$ cat src/hdma_pkg.sv
`default_nettype none

package hdma_pkg;

  localparam int unsigned CfgIdxW = 2;
  localparam int unsigned CfgDataW = 8;

  localparam logic [CfgIdxW-1:0] CFG_BYTES_PER_WRITE = 2'd0;
  localparam logic [CfgIdxW-1:0] CFG_VISIBLE_LINES = 2'd1;
  localparam logic [CfgIdxW-1:0] CFG_TARGET_REGISTER = 2'd2;

  localparam logic [1:0] BPW_RESET = 2'd1;
  localparam logic [1:0] BPW_PAIR = 2'd2;
  localparam logic [7:0] VISIBLE_RESET = 8'd224;

  localparam logic [1:0] PH_HEADER = 2'd0;
  localparam logic [1:0] PH_DATA = 2'd1;
  localparam logic [1:0] PH_HIGH = 2'd2;

  localparam logic [7:0] HDR_REPEAT_BIT = 8'h80;
  localparam logic [7:0] HDR_COUNT_MASK = 8'h7f;
  localparam logic [7:0] FULL_COUNT = 8'h80;

  typedef struct packed {
    logic [1:0] bytes_per_write;
    logic [7:0] visible_lines;
    logic       target_register;
  } cfg_t;

  typedef struct packed {
    logic [7:0] line_count;
    logic [7:0] lines_left;
    logic       repeat_mode;
    logic [1:0] phase;
    logic [7:0] low_hold;
    logic       finished;
  } walk_t;

  typedef struct packed {
    logic [7:0]  row;
    logic [15:0] value;
    logic        target;
  } wr_t;

  localparam walk_t WALK_CLEAR = '{
    line_count:  8'd0,
    lines_left:  8'd0,
    repeat_mode: 1'b0,
    phase:       PH_HEADER,
    low_hold:    8'd0,
    finished:    1'b0
  };

endpackage

`default_nettype wire

$ cat src/hdma_tbl_if.sv
`default_nettype none

interface hdma_tbl_if;
  logic       valid;
  logic       ready;
  logic [7:0] table_byte;
  logic       table_start;

  modport source (output valid, output table_byte, output table_start, input ready);
  modport sink (input valid, input table_byte, input table_start, output ready);
endinterface

`default_nettype wire

$ cat src/hdma_wr_if.sv
`default_nettype none

interface hdma_wr_if;
  logic        valid;
  logic        ready;
  logic [7:0]  row;
  logic [15:0] value;
  logic        target;

  modport source (output valid, output row, output value, output target, input ready);
  modport sink (input valid, input row, input value, input target, output ready);
endinterface

`default_nettype wire

$ cat src/hdma_step.sv
`default_nettype none

module hdma_step (
  input  hdma_pkg::walk_t st_i,
  input  hdma_pkg::cfg_t  cfg_i,
  input  logic [7:0]      table_byte_i,
  input  logic            table_start_i,
  output hdma_pkg::walk_t st_o,
  output logic            emit_o,
  output hdma_pkg::wr_t   wr_o
);
  import hdma_pkg::*;

  walk_t      cur;
  logic       pair;
  logic [15:0] val;
  logic [8:0] sum;
  logic [7:0] nxt_line;

  always_comb begin
    cur = table_start_i ? WALK_CLEAR : st_i;
    pair = (cfg_i.bytes_per_write == BPW_PAIR);
    st_o = cur;
    emit_o = 1'b0;
    val = 16'd0;
    sum = {1'b0, cur.line_count} + {1'b0, cur.lines_left};
    nxt_line = cur.line_count;

    if (cur.finished) begin
      st_o.finished = 1'b1;
    end else if (cur.line_count >= cfg_i.visible_lines) begin
      st_o.finished = 1'b1;
    end else begin
      unique case (cur.phase)
        PH_HEADER: begin
          if (table_byte_i == 8'd0) begin
            st_o.finished = 1'b1;
          end else begin
            st_o.repeat_mode = |(table_byte_i & HDR_REPEAT_BIT);
            st_o.lines_left = ((table_byte_i & HDR_COUNT_MASK) == 8'd0) ?
                              FULL_COUNT : (table_byte_i & HDR_COUNT_MASK);
            st_o.phase = PH_DATA;
          end
        end
        PH_DATA: begin
          if (pair) begin
            st_o.low_hold = table_byte_i;
            st_o.phase = PH_HIGH;
          end else begin
            emit_o = 1'b1;
            val = {8'd0, table_byte_i};
          end
        end
        default: begin
          emit_o = 1'b1;
          val = pair ? {table_byte_i, cur.low_hold} : {8'd0, table_byte_i};
        end
      endcase
    end

    if (emit_o) begin
      if (cur.repeat_mode) begin
        nxt_line = cur.line_count + 8'd1;
        st_o.lines_left = cur.lines_left - 8'd1;
        st_o.phase = (cur.lines_left == 8'd1) ? PH_HEADER : PH_DATA;
      end else begin
        nxt_line = (sum > {1'b0, cfg_i.visible_lines}) ? cfg_i.visible_lines : sum[7:0];
        st_o.lines_left = 8'd0;
        st_o.phase = PH_HEADER;
      end
      st_o.line_count = nxt_line;
      if (nxt_line >= cfg_i.visible_lines) begin
        st_o.finished = 1'b1;
      end
    end

    wr_o.row = cur.line_count;
    wr_o.value = val;
    wr_o.target = cfg_i.target_register;
  end

endmodule

`default_nettype wire

$ cat src/hdma_direct_table_walker.sv
`default_nettype none

// Walks an HDMA direct-mode table one byte per word and produces line-register writes,
// each tagged with the screen line on which it is first seen. A word with table_start
// set begins a new table and is itself taken as the first header. The walker accepts
// one table word every cycle: the whole header or data step is done in the cycle the
// word is accepted, and a write appears on the output in the next cycle from a result
// register. Input is held off only while a write waits in that register and the
// receiver is not ready to take it. Configuration is to be written through the plain
// write port only while the walker is idle; the block itself does not enforce this.
module hdma_direct_table_walker (
  input  logic                            clk_i,
  input  logic                            rst_ni,
  input  logic                            cfg_we_i,
  input  logic [hdma_pkg::CfgIdxW-1:0]    cfg_idx_i,
  input  logic [hdma_pkg::CfgDataW-1:0]   cfg_wdata_i,
  hdma_tbl_if.sink                        tbl_i,
  hdma_wr_if.source                       wr_o
);
  import hdma_pkg::*;

  cfg_t  cfg_q;
  walk_t st_q;
  walk_t st_d;
  logic  emit;
  wr_t   wr_d;
  wr_t   wr_q;
  logic  out_valid_q;
  logic  accept;

  assign tbl_i.ready = !out_valid_q || wr_o.ready;
  assign accept = tbl_i.valid && tbl_i.ready;

  hdma_step u_step (
    .st_i          (st_q),
    .cfg_i         (cfg_q),
    .table_byte_i  (tbl_i.table_byte),
    .table_start_i (tbl_i.table_start),
    .st_o          (st_d),
    .emit_o        (emit),
    .wr_o          (wr_d)
  );

  always_ff @(posedge clk_i or negedge rst_ni) begin
    if (!rst_ni) begin
      cfg_q.bytes_per_write <= BPW_RESET;
      cfg_q.visible_lines <= VISIBLE_RESET;
      cfg_q.target_register <= 1'b0;
    end else if (cfg_we_i) begin
      unique case (cfg_idx_i)
        CFG_BYTES_PER_WRITE: cfg_q.bytes_per_write <= cfg_wdata_i[1:0];
        CFG_VISIBLE_LINES:   cfg_q.visible_lines <= cfg_wdata_i;
        CFG_TARGET_REGISTER: cfg_q.target_register <= cfg_wdata_i[0];
        default: ;
      endcase
    end
  end

  always_ff @(posedge clk_i or negedge rst_ni) begin
    if (!rst_ni) begin
      st_q <= WALK_CLEAR;
      out_valid_q <= 1'b0;
    end else begin
      if (accept) begin
        st_q <= st_d;
      end
      if (accept && emit) begin
        out_valid_q <= 1'b1;
      end else if (wr_o.ready) begin
        out_valid_q <= 1'b0;
      end
    end
  end

  always_ff @(posedge clk_i) begin
    if (accept && emit) begin
      wr_q <= wr_d;
    end
  end

  assign wr_o.valid = out_valid_q;
  assign wr_o.row = wr_q.row;
  assign wr_o.value = wr_q.value;
  assign wr_o.target = wr_q.target;

endmodule

`default_nettype wire

$ cat src/flat_wrapper.sv
// flat-port wrapper written by rule: the top's interface ports become plain ports
module hdma_direct_table_walker_flat import hdma_pkg::*;
  (clk_i, rst_ni, cfg_we_i, cfg_idx_i, cfg_wdata_i, tbl_i_valid, tbl_i_table_byte, tbl_i_table_start, tbl_i_ready, wr_o_valid, wr_o_row, wr_o_value, wr_o_target, wr_o_ready);
  hdma_tbl_if tbl_i_i ();
  hdma_wr_if wr_o_i ();
  input  logic clk_i;
  input  logic rst_ni;
  input  logic cfg_we_i;
  input  logic [hdma_pkg::CfgIdxW-1:0] cfg_idx_i;
  input  logic [hdma_pkg::CfgDataW-1:0] cfg_wdata_i;
  input wire logic [$bits(tbl_i_i.valid)-1:0] tbl_i_valid;
  input wire logic [$bits(tbl_i_i.table_byte)-1:0] tbl_i_table_byte;
  input wire logic [$bits(tbl_i_i.table_start)-1:0] tbl_i_table_start;
  output wire logic [$bits(tbl_i_i.ready)-1:0] tbl_i_ready;
  output wire logic [$bits(wr_o_i.valid)-1:0] wr_o_valid;
  output wire logic [$bits(wr_o_i.row)-1:0] wr_o_row;
  output wire logic [$bits(wr_o_i.value)-1:0] wr_o_value;
  output wire logic [$bits(wr_o_i.target)-1:0] wr_o_target;
  input wire logic [$bits(wr_o_i.ready)-1:0] wr_o_ready;
  assign tbl_i_i.valid = tbl_i_valid;
  assign tbl_i_i.table_byte = tbl_i_table_byte;
  assign tbl_i_i.table_start = tbl_i_table_start;
  assign tbl_i_ready = tbl_i_i.ready;
  assign wr_o_valid = wr_o_i.valid;
  assign wr_o_row = wr_o_i.row;
  assign wr_o_value = wr_o_i.value;
  assign wr_o_target = wr_o_i.target;
  assign wr_o_i.ready = wr_o_ready;
  hdma_direct_table_walker u_core (.clk_i(clk_i), .rst_ni(rst_ni), .cfg_we_i(cfg_we_i), .cfg_idx_i(cfg_idx_i), .cfg_wdata_i(cfg_wdata_i), .tbl_i(tbl_i_i), .wr_o(wr_o_i));
endmodule
$ cat config.mk
export PLATFORM = sky130hd
export DESIGN_NAME = hdma_direct_table_walker_flat
export DESIGN_NICKNAME = d
export VERILOG_FILES = /design/src/hdma_pkg.sv /design/src/hdma_tbl_if.sv /design/src/hdma_wr_if.sv /design/src/hdma_step.sv /design/src/hdma_direct_table_walker.sv /design/src/flat_wrapper.sv
export SDC_FILE = /design/constraint.sdc
export NUM_CORES = 1
export LEC_CHECK = 0
export BUFFER_PORTS_ARGS = -buffer_cell sky130_fd_sc_hd__buf_4
export CAP_MARGIN = 20
export CORE_UTILIZATION = 40
export DETAILED_ROUTE_END_ITERATION = 10
export REMOVE_ABC_BUFFERS = 1
export SLEW_MARGIN = 10
export SYNTH_ARGS = -nofsm -noshare
export SYNTH_HDL_FRONTEND = slang
export SYNTH_SLANG_ARGS = --single-unit
$ cat constraint.sdc
create_clock -name clk_i -period 5.93 [get_ports clk_i]
set_clock_uncertainty 0.2 [all_clocks]
set_input_delay 0.2965 -clock clk_i [delete_from_list [all_inputs] [get_ports clk_i]]
set_output_delay 0.2965 -clock clk_i [all_outputs]
set_load 0.05 [all_outputs]
==> summary.txt, run 1 <==
Run status
  – Status: finished, final reports clean

Synth
  – Top-area cell type share of the netlist area: 20.18%
  – Synthesized area per cell: 10.05 um^2
  – Cells after synthesis: 444
  – Top cells by area, synth: dfrtp_1, edfxtp_1, ha_1
  – Post-synth EDFFs: 25
  – Compound-Gate Fraction of Synth Area: 21.24%
  – Synth unique cells: 80
  – Main synth FF type: dfrtp_1
  – Yosys top cell by area: dfrtp_1
  – FF+latch count, synth: 65
  – Synth Area in XOR/XNOR: 2.354%
  – Largest family of logic cells by synthesized area: compound AO/OA/AOI/OAI gates
  – Cell Area, Synth: 4464 um^2
  – Multiplexer area fraction after synthesis: 5.045%
  – Most frequent cells after synthesis: nor2_1, dfrtp_1, nand2_1
  – Most common cell in the netlist: nor2_1
  – Post-synthesis adder-cell area fraction: 7.511%
  – Post-Synth Simple-Gate Area: 20.21%
  – Yosys synthesis warning count: 0
  – Asr flop ratio synth: 61.54%
  – Post-synthesis sequential area ratio: 39.35%

Clock tree
  – Root buffer cell: clkbuf_8
  – Clock tree sinks: 65
  – H-Tree Level Count: 3
  – Inserted Clock Buffers: 9
  – Clk Latency, worst-skew pair: 370 ps
  – CTS tree: yes
  – Clock Path Buffers: 2
  – Clock Pin Slew Worst Setup and Hold Paths: 90 ps

Die
  – Die footprint: 11590 um^2
  – Chip height: 107.6 um
  – Chip Width: 107.6 um
  – Initial Util: 41.18%
  – IO Pins: 51
  – # rows: 38
  – Core area: 10840 um^2

Critical path
  – CP Launch Type: flop
  – Slowest stage delay, CP: 450 ps
  – Arrival @ worst endpoint: 5490 ps
  – R2R Setup Slk: 460 ps
  – Crit Reg-Reg Endpoint: u_core.st_q[0]
  – Setup crit end kind: flop
  – Crit path kind: flop to flop
  – CP required: 5950 ps
  – Worst-path maximum fanout: 7
  – Cell Chain, Critical Path: nor2b_2, ha_1, maj3_1, a211o_1, a31oi_1, o21ai_0, a31o_2, and2_1, ha_1, nand4_1, nor2_1, a311oi_1, nor3_4, mux2i_1, nand2_1, nand2_1, ha_1, nand2b_1, a21o_1, a21oi_1, o21ai_0, and3_1, o21ai_0, a32oi_1
  – Critical path's slowest cell: dfrtp_1
  – Reg2Reg Depth: 24
  – Critical R2R Launch: u_core.st_q[12]

Detailed routing
  – Final antenna-violating net count: 0
  – Routed vias/inst: 5.915
  – Routed WL per cell: 18.51 um
  – DR vias: 3874
  – Detailed-route DRC error count: 0
  – Total Wirelength: 12120 um
  – DR pass1 iterations: 5
  – 1st-iter DRT viols: 363

Finish
  – Final net count: 560
  – Area delta synth->final: 18.95%
  – Final core occ: 48.98%
  – Diodes inserted: 0
  – Area of the multi-input gates: 2519 um^2
  – Post-layout instance count excluding filler cells: 655
  – Fraction of layout cells with a size suffix above 1: 22.52%
  – Fill count: 1047
  – Sequential cell area: 1757 um^2

Min path
  – Min-delay src: tbl_i_table_byte[1]
  – Hold crit path type: input port to flop
  – Worst Hold Path Cells: 2
  – Hold endpoint: u_core.st_q[2]

Placement
  – Place WS: 297.9 ps
  – Number of I/O port buffers: 50
  – Placed cells: 623
  – GP Congestion: 0.8859
  – Hpwl dp: 8805 um

Power and ir drop
  – Worst VDD drop: 156.7 uV
  – Tot Pwr: 0.002035 W
  – PD cells: 383.2 nW/um^2
  – Pleak: 2.312 nW

Global route
  – Vias in the first global route: 3856
  – Pin count of the biggest net entering global routing: 41
  – Congestion Overflow GR: 0
  – Initial antenna violation count: 0
  – Global-route wire length before repair: 19740 um
  – Total global routing track utilization: 22.40%

Timing
  – Fin crit share: 92.20%
  – Final setup vio count: 0
  – Pins over their slew limit: 0
  – Post-route setup slack: 462.7 ps
  – Setup TNS: 0 ps
  – Tmin final: 5467 ps
  – Rel. slew slack: 42.10%
  – Max Fclk: 182.9 MHz
  – Hold Fails Final Rpt: 0
  – Worst-Margin Slew: 861.9 ps

Job
  – MaxCap Viol Count: 0
registers in the layout, indices dropped and copies added, names as in the netlist:
signal / count
u_core.cfg_q: 11
u_core.wr_o.valid: 1
u_core.st_q: 28
u_core.wr_o.value: 16
u_core.wr_o.row: 8
u_core.wr_o.target: 1
layer usage:
layer / global-route usage [%] / part of all wire, % / routed length, um
met5: 0 / 0 / 0
met4: 8.513 / 2.4 / 295
met3: 4.661 / 4.8 / 579
met2: 35.81 / 48 / 5774
met1: 29.65 / 45 / 5474
final cells by class:
type                       count  area share [%]
clock buffer                   9           2.333
clock inverter                 7           1.508
inverter                      18           1.272
multi-input combinational    342           47.43
sequential                    65           33.08
tap                          140           3.299
timing repair buffer          74           11.07
stage by stage:
step                instance area [um^2]  hold WS (ps)
floorplan                           4340        -199.1
global placement                    4951         128.1
detailed placement                  4951         127.0
CTS                                 5285         13.32
global route                        5310         15.34
finish                              5310         29.72
cell families (layout without fill, tap and decap cells):
logic type / after synthesis / in the layout
XOR/XNOR: 12 / 12
AND/OR/NAND/NOR: 160 / 160
adder cells (fa/ha/maj): 27 / 27
flip-flops: 65 / 65
AO/OA/AOI/OAI: 122 / 122
multiplexers: 21 / 21
buffers and inverters: 37 / 108
timing repair:
action                                  in CTS  in global routing
setup buffers                                0                  3
endpoints found under the setup margin       0                  1
hold buffers                                13                  0
endpoints found under the hold margin       51                  0
resized for setup                            0                  2
worst max-delay path by stage:
| stage | startpoint | endpoint | slack [ps] | cells past startpoint |
|---|---|---|---|---|
| final | u_core.st_q[12] | u_core.st_q[0] | 460 | 24 |
| after global routing | u_core.st_q[12] | u_core.st_q[0] | -20 | 24 |
| after CTS | u_core.st_q[12] | u_core.st_q[0] | 320 | 24 |
| after detailed placement | tbl_i_table_start | u_core.st_q[0] | 300 | 27 |
| after global placement | tbl_i_table_start | u_core.st_q[0] | 400 | 27 |
| after floorplan | tbl_i_table_start | u_core.st_q[0] | 920 | 26 |
where the power goes:
part | switching [W] | internal [W]
Combinational | 0.000545 | 0.000407
Clock | 0.000202 | 0.000197
Sequential | 0.000125 | 0.000558
Total | 0.000872 | 0.00116
worst max-delay path, delay by kind of cell, from the launching register on:
kind                       cells  cell delay [ps]
AOI/OAI and AO/OA             10             1810
and+or+nand+nor                9             1550
adders and majority gates      4             1100
DFF                            1              450
muxes                          1              230
cell usage in the layout (no fill, tap or decap), types with 4 or more instances in the layout:
master	netlist	final
buf_4	1	61
nor2_1	39	39
dfrtp_1	36	36
nand2_1	27	27
ha_1	26	26
edfxtp_1	25	25
o21ai_0	17	17
a21oi_1	17	17
inv_1	16	16
and2_1	13	13
a22o_1	13	13
dlygate4sd3_1	0	13
nor2b_1	13	12
mux2_2	12	12
a22oi_1	11	11
xnor2_1	9	9
mux2i_1	9	9
clkbuf_8	4	9
nand2b_1	8	8
nor4_1	8	8
nand4_1	7	7
nor3_1	7	7
nand3_1	6	6
o221ai_1	6	6
and3_1	5	5
a31oi_1	5	5
a21o_1	5	5
a32oi_1	5	5
o31ai_1	4	4
dfstp_2	4	4
No activity file was read; power rests on OpenSTA's default activity.
==> run 2: changes to the inputs <==
Settings changed: CTS_CLUSTER_DIAMETER from default to 100, GPL_TIMING_DRIVEN from default to 0.
==> run 2 against run 1 <==
Against the previous run: flip-flop and latch count is the same; register-to-register slack lost 140 ps; design area shrank 0.31%; hold slack lost 14 ps; utilization shrank 0.15 points; die area is the same; largest cell class unchanged; maximum frequency shrank 2.5%; highest routed layer unchanged; wire length shrank 3.7%; global-route usage shrank 0.72 points.
==> summary.txt, run 2 (synthesized netlist as in run 1, its figures left out) <==
Run status
  – Status: finished, final reports clean (unchanged)

Die
  – # rows: 38 (unchanged)
  – Chip height: 107.6 um (unchanged)
  – IO Pins: 51 (unchanged)
  – Initial Util: 41.18% (unchanged)
  – Die footprint: 11590 um^2 (unchanged)
  – Core area: 10840 um^2 (unchanged)
  – Chip Width: 107.6 um (unchanged)

Power and ir drop
  – Tot Pwr: 0.002023 W (was 0.002035 W)
  – Pleak: 2.290 nW (was 2.312 nW)
  – Worst VDD drop: 211.9 uV (was 156.7 uV)
  – PD cells: 382.1 nW/um^2 (was 383.2 nW/um^2)

Timing
  – Worst-Margin Slew: 1158 ps (was 861.9 ps)
  – RSZ-0062 raised after global routing: false
  – Tmin final: 5606 ps (was 5467 ps)
  – Worst hold slack: 16.00 ps (was 29.72 ps)
  – Setup TNS: 0 ps (unchanged)
  – Fin crit share: 94.54% (was 92.20%)
  – Final setup vio count: 0 (unchanged)
  – Pins over their slew limit: 0 (unchanged)
  – Rel. slew slack: 22.61% (was 42.10%)
  – Max Fclk: 178.4 MHz (was 182.9 MHz)
  – Hold Fails Final Rpt: 0 (unchanged)

Finish
  – Final net count: 555 (was 560)
  – Commonest non-fill, non-tap cells in the layout: buf_4, nor2_1, dfrtp_1, nand2_1, ha_1 (unchanged)
  – Area delta synth->final: 18.58% (was 18.95%)
  – Most flop-heavy register: u_core.st_q (unchanged)
  – Fraction of layout cells with a size suffix above 1: 22.35% (was 22.52%)
  – Largest register FFs: 28 (unchanged)
  – Post-layout instance count excluding filler cells: 650 (was 655)
  – Diodes inserted: 0 (unchanged)
  – Final core occ: 48.83% (was 48.98%)
  – Commonest non-fill, non-tap cell in the layout: buf_4 (unchanged)

Detailed routing
  – Total Wirelength: 11670 um (was 12120 um)
  – Routed WL per cell: 17.96 um (was 18.51 um)
  – Highest metal used: met4 (unchanged)
  – Met3 routed WL: 632 um (was 579 um)
  – Detailed-route DRC error count: 0 (unchanged)
  – Routed vias/inst: 5.958 (was 5.915)
  – 1st-iter DRT viols: 248 (was 363)
  – DR pass1 iterations: 5 (unchanged)
  – Routed length on met2: 5431 um (was 5774 um)
  – Final antenna-violating net count: 0 (unchanged)
  – DR vias: 3873 (was 3874)
  – Met1 WL: 5316 um (was 5474 um)

Clock tree
  – Root buffer cell: clkbuf_8 (unchanged)
  – CTS tree: yes (unchanged)
  – Clock tree sinks: 65 (unchanged)
  – Clock Pin Slew Worst Setup and Hold Paths: 80 ps (was 90 ps)
  – Inserted Clock Buffers: 9 (unchanged)
  – Clk Latency, worst-skew pair: 360 ps (was 370 ps)
  – Clock Path Buffers: 2 (unchanged)
  – H-Tree Level Count: 3 (unchanged)

Global route
  – Pin count of the biggest net entering global routing: 45 (was 41)
  – Congestion Overflow GR: 0 (unchanged)
  – Global-route wire length before repair: 19020 um (was 19740 um)
  – Vias in the first global route: 3654 (was 3856)
  – Total global routing track utilization: 21.68% (was 22.40%)
  – Initial antenna violation count: 0 (unchanged)

Placement
  – Number of I/O port buffers: 50 (unchanged)
  – Hpwl dp: 8332 um (was 8805 um)
  – Placed cells: 616 (was 623)
  – GP Congestion: 0.8280 (was 0.8859)

Critical path
  – Setup crit end kind: flop (unchanged)
  – Critical path's slowest cell: dfrtp_2 (was dfrtp_1)
  – CP required: 5940 ps (was 5950 ps)
  – Arrival @ worst endpoint: 5610 ps (was 5490 ps)
  – Cell Chain, Critical Path: nor2b_2, ha_1, maj3_1, a211o_1, a31oi_2, o21ai_0, a31o_2, and2_1, ha_1, nand4_1, o21ai_1, nand2_1, nor3_4, mux2i_1, nand2_1, nand2_1, ha_1, nand2b_1, a21o_1, a21oi_1, o21ai_0, and3_1, o21ai_1, a32oi_1 (was nor2b_2, ha_1, maj3_1, a211o_1, a31oi_1, o21ai_0, a31o_2, and2_1, ha_1, nand4_1, nor2_1, a311oi_1, nor3_4, mux2i_1, nand2_1, nand2_1, ha_1, nand2b_1, a21o_1, a21oi_1, o21ai_0, and3_1, o21ai_0, a32oi_1)
  – Slowest stage delay, CP: 450 ps (about the same)
  – CP Launch Type: flop (unchanged)
  – Worst-path maximum fanout: 7 (unchanged)
  – Crit path kind: flop to flop (unchanged)

Job
  – MaxCap Viol Count: 0 (unchanged)

Min path
  – Hold crit path type: input port to flop (unchanged)
run 2: changes by cell type in the layout (fill, tap and decap cells not counted), moves of 2 or more:
| cell | change |
|---|---|
| clkinv_4 | -3 |
| o21ai_1 | +2 |
| buf_4 | -6 |
| o21ai_0 | -2 |
run 2: repair_timing:
item | CTS | global route
gates resized for setup | 1 | 8
buffers inserted | 3 | 3
hold buffers | 12 | 0
setup endpoints to repair | 1 | 1
hold endpoints to repair | 50 | 0
pin swaps | 1 | 2
run 2: area by class of cell:
class | instances | area, um^2
fillers | 1032 | 5547
multi-input cells | 342 | 2525
flip-flops and latches | 65 | 1758
repair buffers | 69 | 571.8
well taps | 140 | 175.2
clock buffers | 10 | 127.6
inverters | 18 | 70.07
clock inverters | 6 | 66.31
run 2: worst paths after layout:
kind                                           end  slack (ps)                 from  cells after the start
worst max-delay path                u_core.st_q[0]         320      u_core.st_q[12]                     24
worst min-delay path                u_core.st_q[5]          20  tbl_i_table_byte[4]                      2
worst max register to register      u_core.st_q[0]         320      u_core.st_q[12]                     24
worst min register to register  u_core.wr_o.target         250      u_core.cfg_q[0]                      0
max in group asynchronous          u_core.st_q[12]        4850               rst_ni                      2
min in group asynchronous           u_core.st_q[0]         280               rst_ni                      2
run 2: power by group:
part	internal [W]	leakage [nW]	total, W	switching [W]
Combinational	0.000411	1.45	0.000953	0.000542
Clock	0.000195	0.0889	0.000386	0.000191
Sequential	0.000559	0.748	0.000684	0.000125
run 2: metal layers:
layer  track usage, %  vias up
met3            4.722       25
met1            29.32     1898
met4            8.806        0
met5                0        -
met2            33.47      139
li1                 -     1811
run 2: critical path, delay by kind of cell, from the launching register on:
family                   cells  cell delay (ps)
AND/OR/NAND/NOR              9             1520
adder cells (fa/ha/maj)      4             1130
flip-flops                   1              450
multiplexers                 1              230
AO/OA/AOI/OAI               10             1940
run 2: metrics by stage:
stage / instance area [um^2] / worst slack, ps
after floorplan: 4340 / 920.4
after global placement: 4891 / -847.3
after detailed placement: 4918 / -810.7
after CTS: 5256 / 5.937
after global routing: 5294 / 9.616
final: 5294 / 323.7
==> run 3: changes to the inputs <==
Settings changed: SETUP_SLACK_MARGIN from default to 0.4.
==> run 3 against run 2 <==
Against the previous run: non-clock buffer count stayed put; final cell count stayed put; flip-flop and latch count stayed put; clock power hardly changed; total power is 2.1% higher; design area is 1.2% higher; first-iteration DRC count is 8.9% higher; sequential share of layout area is 0.37 points lower; global-route usage hardly changed; via count is 0.44% lower; maximum frequency is 7.0% higher; critical path type unchanged; largest cell class unchanged; highest routed layer unchanged.
==> summary.txt, run 3 (synthesized netlist as in run 1, its figures left out) <==
Run status
  – Status: finished, final reports clean (unchanged)

Detailed routing
  – Final antenna-violating net count: 0 (unchanged)
  – DR vias: 3856 (was 3873)
  – Total Wirelength: 11740 um (was 11670 um)
  – Detailed-route DRC error count: 0 (unchanged)
  – Routed WL per cell: 18.06 um (was 17.96 um)
  – 1st-iter DRT viols: 270 (was 248)
  – Routed vias/inst: 5.932 (was 5.958)
  – DR pass1 iterations: 4 (was 5)

Critical path
  – R2R Setup Slk: 690 ps (was 320 ps)
  – Crit Reg-Reg Endpoint: u_core.st_q[0] (unchanged)
  – Bufs and invs on worst path: 0 (unchanged)
  – Critical path's slowest cell: dfrtp_2 (unchanged)
  – Reg2Reg Depth: 24 (unchanged)
  – Crit path kind: flop to flop (unchanged)
  – Worst-path maximum fanout: 7 (unchanged)
  – CP top delay family: compound AO/OA/AOI/OAI gates (unchanged)
  – Critical R2R Launch: u_core.st_q[12] (unchanged)
  – Setup crit end kind: flop (unchanged)
  – Arrival @ worst endpoint: 5250 ps (was 5610 ps)
  – CP required: 5940 ps (about the same)
  – Slowest stage delay, CP: 440 ps (was 450 ps)
  – Cell Chain, Critical Path: nor2b_4, ha_4, maj3_1, a211o_1, a31oi_4, o21ai_1, a31o_2, and2_1, ha_1, nand4_1, nor2_1, a311oi_2, nor3_4, mux2i_1, nand2_1, nand2_1, ha_1, nand2b_1, a21o_1, a21oi_2, o21ai_2, and3_1, o21ai_2, a32oi_1 (was nor2b_2, ha_1, maj3_1, a211o_1, a31oi_2, o21ai_0, a31o_2, and2_1, ha_1, nand4_1, o21ai_1, nand2_1, nor3_4, mux2i_1, nand2_1, nand2_1, ha_1, nand2b_1, a21o_1, a21oi_1, o21ai_0, and3_1, o21ai_1, a32oi_1)
  – CP Launch Type: flop (unchanged)

Timing
  – Pins over their slew limit: 0 (unchanged)
  – Fin crit share: 88.33% (was 94.54%)
  – Final setup vio count: 0 (unchanged)
  – Worst-Margin Slew: 1181 ps (was 1158 ps)
  – Hold Fails Final Rpt: 0 (unchanged)
  – Max Fclk: 190.9 MHz (was 178.4 MHz)
  – Tmin final: 5238 ps (was 5606 ps)
  – Setup TNS: 0 ps (unchanged)
  – Rel. slew slack: 21.25% (was 22.61%)
  – RSZ-0062 raised after global routing: false (unchanged)
  – Worst hold slack: 15.76 ps (was 16.00 ps)

Global route
  – GR Util met2: 33.42% (was 33.47%)
  – Initial antenna violation count: 0 (unchanged)
  – Global-route wire length before repair: 19060 um (was 19020 um)
  – Vias in the first global route: 3671 (was 3654)
  – Total global routing track utilization: 21.72% (was 21.68%)
  – GRT Max-Usage Layer: met2 (unchanged)
  – Met3 Use GR: 4.722% (unchanged)
  – Pin count of the biggest net entering global routing: 45 (unchanged)
  – Met1 Track Usage GR: 29.43% (was 29.32%)
  – Congestion Overflow GR: 0 (unchanged)

Power and ir drop
  – Worst VDD drop: 214.7 uV (was 211.9 uV)
  – Flop pwr share: 33.2% (was 33.8%)
  – PD cells: 385.4 nW/um^2 (was 382.1 nW/um^2)
  – Net Sw Frac: 42.71% (was 42.40%)
  – Logic pwr share: 48.0% (was 47.1%)
  – Clock power frac: 18.8% (was 19.1%)
  – Switching power: 0.0008818 W (was 0.0008578 W)
  – Int Pwr: 0.001183 W (was 0.001165 W)
  – Pleak: 2.291 nW (was 2.290 nW)

Finish
  – Commonest non-fill, non-tap cells in the layout: buf_4, nor2_1, dfrtp_1, nand2_1, edfxtp_1 (was buf_4, nor2_1, dfrtp_1, nand2_1, ha_1)
  – Area delta synth->final: 20.01% (was 18.58%)
  – Diodes inserted: 0 (unchanged)
  – Final net count: 555 (unchanged)
  – Fraction of layout cells with a size suffix above 1: 24.12% (was 22.35%)
  – Most flop-heavy register: u_core.st_q (unchanged)
  – Fill count: 1021 (was 1032)
  – Final core occ: 49.42% (was 48.83%)
  – Commonest non-fill, non-tap cell in the layout: buf_4 (unchanged)
  – Largest register FFs: 28 (unchanged)
  – Cell area after layout: 5358 um^2 (was 5294 um^2)

Min path
  – Hold crit path type: input port to flop (unchanged)
  – Worst Hold Path Cells: 2 (unchanged)
  – Hold endpoint: u_core.st_q[5] (unchanged)
  – Min-delay src: tbl_i_table_byte[4] (unchanged)

Die
  – Initial Util: 41.18% (unchanged)
  – # rows: 38 (unchanged)
  – Die footprint: 11590 um^2 (unchanged)
  – Core area: 10840 um^2 (unchanged)
  – IO Pins: 51 (unchanged)
  – Chip height: 107.6 um (unchanged)
  – Chip Width: 107.6 um (unchanged)

Placement
  – Placed Area: 4918 um^2 (unchanged)
  – Number of I/O port buffers: 50 (unchanged)
  – GP Congestion: 0.8280 (unchanged)
  – Hpwl dp: 8332 um (unchanged)

Clock tree
  – Root buffer cell: clkbuf_8 (unchanged)
  – H-Tree Level Count: 3 (unchanged)
  – Clock Pin Slew Worst Setup and Hold Paths: 80 ps (about the same)
  – Clock tree sinks: 65 (unchanged)
  – Clk Latency, worst-skew pair: 360 ps (about the same)
  – Clock Path Buffers: 2 (unchanged)
  – Inserted Clock Buffers: 9 (unchanged)
  – CTS tree: yes (unchanged)

Job
  – MaxCap Viol Count: 0 (unchanged)
[run 3: cell types whose count changed in the layout (fill, tap and decap cells not counted), sizes merged]
cell,previous run,this run
inv,18,17
clkinv,2,3
[run 3: layout make-up]
class,count,area [um^2],share of cell area (%)
flip-flops and latches,65,1759,32.84
clock inverters,6,66.31,1.238
well taps,140,175.2,3.269
repair buffers,69,580.6,10.84
clock buffers,10,127.6,2.382
inverters,18,72.57,1.355
multi-input cells,342,2576,48.08
[run 3: timing repair]
item,CTS,global route
endpoints found under the setup margin,1,1
setup buffers,4,2
hold buffers,12,0
endpoints found under the hold margin,50,0
gates resized for setup,11,17
pin swaps,3,8
[run 3: worst register-to-register path, stage by stage (launching register included)]
cell	delay (ps)
dfrtp_2	440
nor2b_4	160
ha_4	180
maj3_1	350
a211o_1	330
a31oi_4	190
o21ai_1	100
a31o_2	250
and2_1	160
ha_1	290
nand4_1	120
nor2_1	150
a311oi_2	80
nor3_4	420
mux2i_1	240
nand2_1	90
nand2_1	110
ha_1	220
nand2b_1	130
a21o_1	180
a21oi_2	170
o21ai_2	100
and3_1	190
o21ai_2	130
a32oi_1	110
[run 3: worst max-delay path by stage]
stage / start / to / slack (ps) / depth (start not counted)
final: u_core.st_q[12] / u_core.st_q[0] / 690 / 24
after global routing: u_core.st_q[12] / u_core.st_q[0] / 420 / 24
after CTS: u_core.st_q[12] / u_core.st_q[0] / 460 / 24
after detailed placement: tbl_i_table_start / u_core.st_q[0] / -810 / 27
after global placement: tbl_i_table_start / u_core.st_q[0] / -850 / 27
after floorplan: tbl_i_table_start / u_core.st_q[0] / 920 / 26
[run 3: stage by stage]
| step | total power [W] | cells | worst slack, ps |
|---|---|---|---|
| finish | 0.002065 | 650 | 691.8 |
| global route | 0.002204 | 650 | 417.0 |
| CTS | 0.002028 | 648 | 458.0 |
| detailed placement | 0.001596 | 616 | -810.7 |
| global placement | 0.001570 | 615 | -847.3 |
| floorplan | 0.001339 | 425 | 920.4 |
[run 3: layer usage]
layer / vias up / part of all wire [%]
met5: - / 0
met4: 0 / 2.5
met3: 23 / 4.5
met2: 111 / 46
met1: 1911 / 47
li1: 1811 / -
[run 3: power by group through the flow]
stage          combinational [W]  clock, W  sequential, W
2_1_floorplan           0.000645         0       0.000695
3_3_place_gp            0.000884         0       0.000686
3_5_place_dp            0.000906         0       0.000690
4_1_cts                 0.000952  0.000394       0.000682
5_1_grt                  0.00109  0.000418       0.000700
6_report                0.000991  0.000387       0.000686
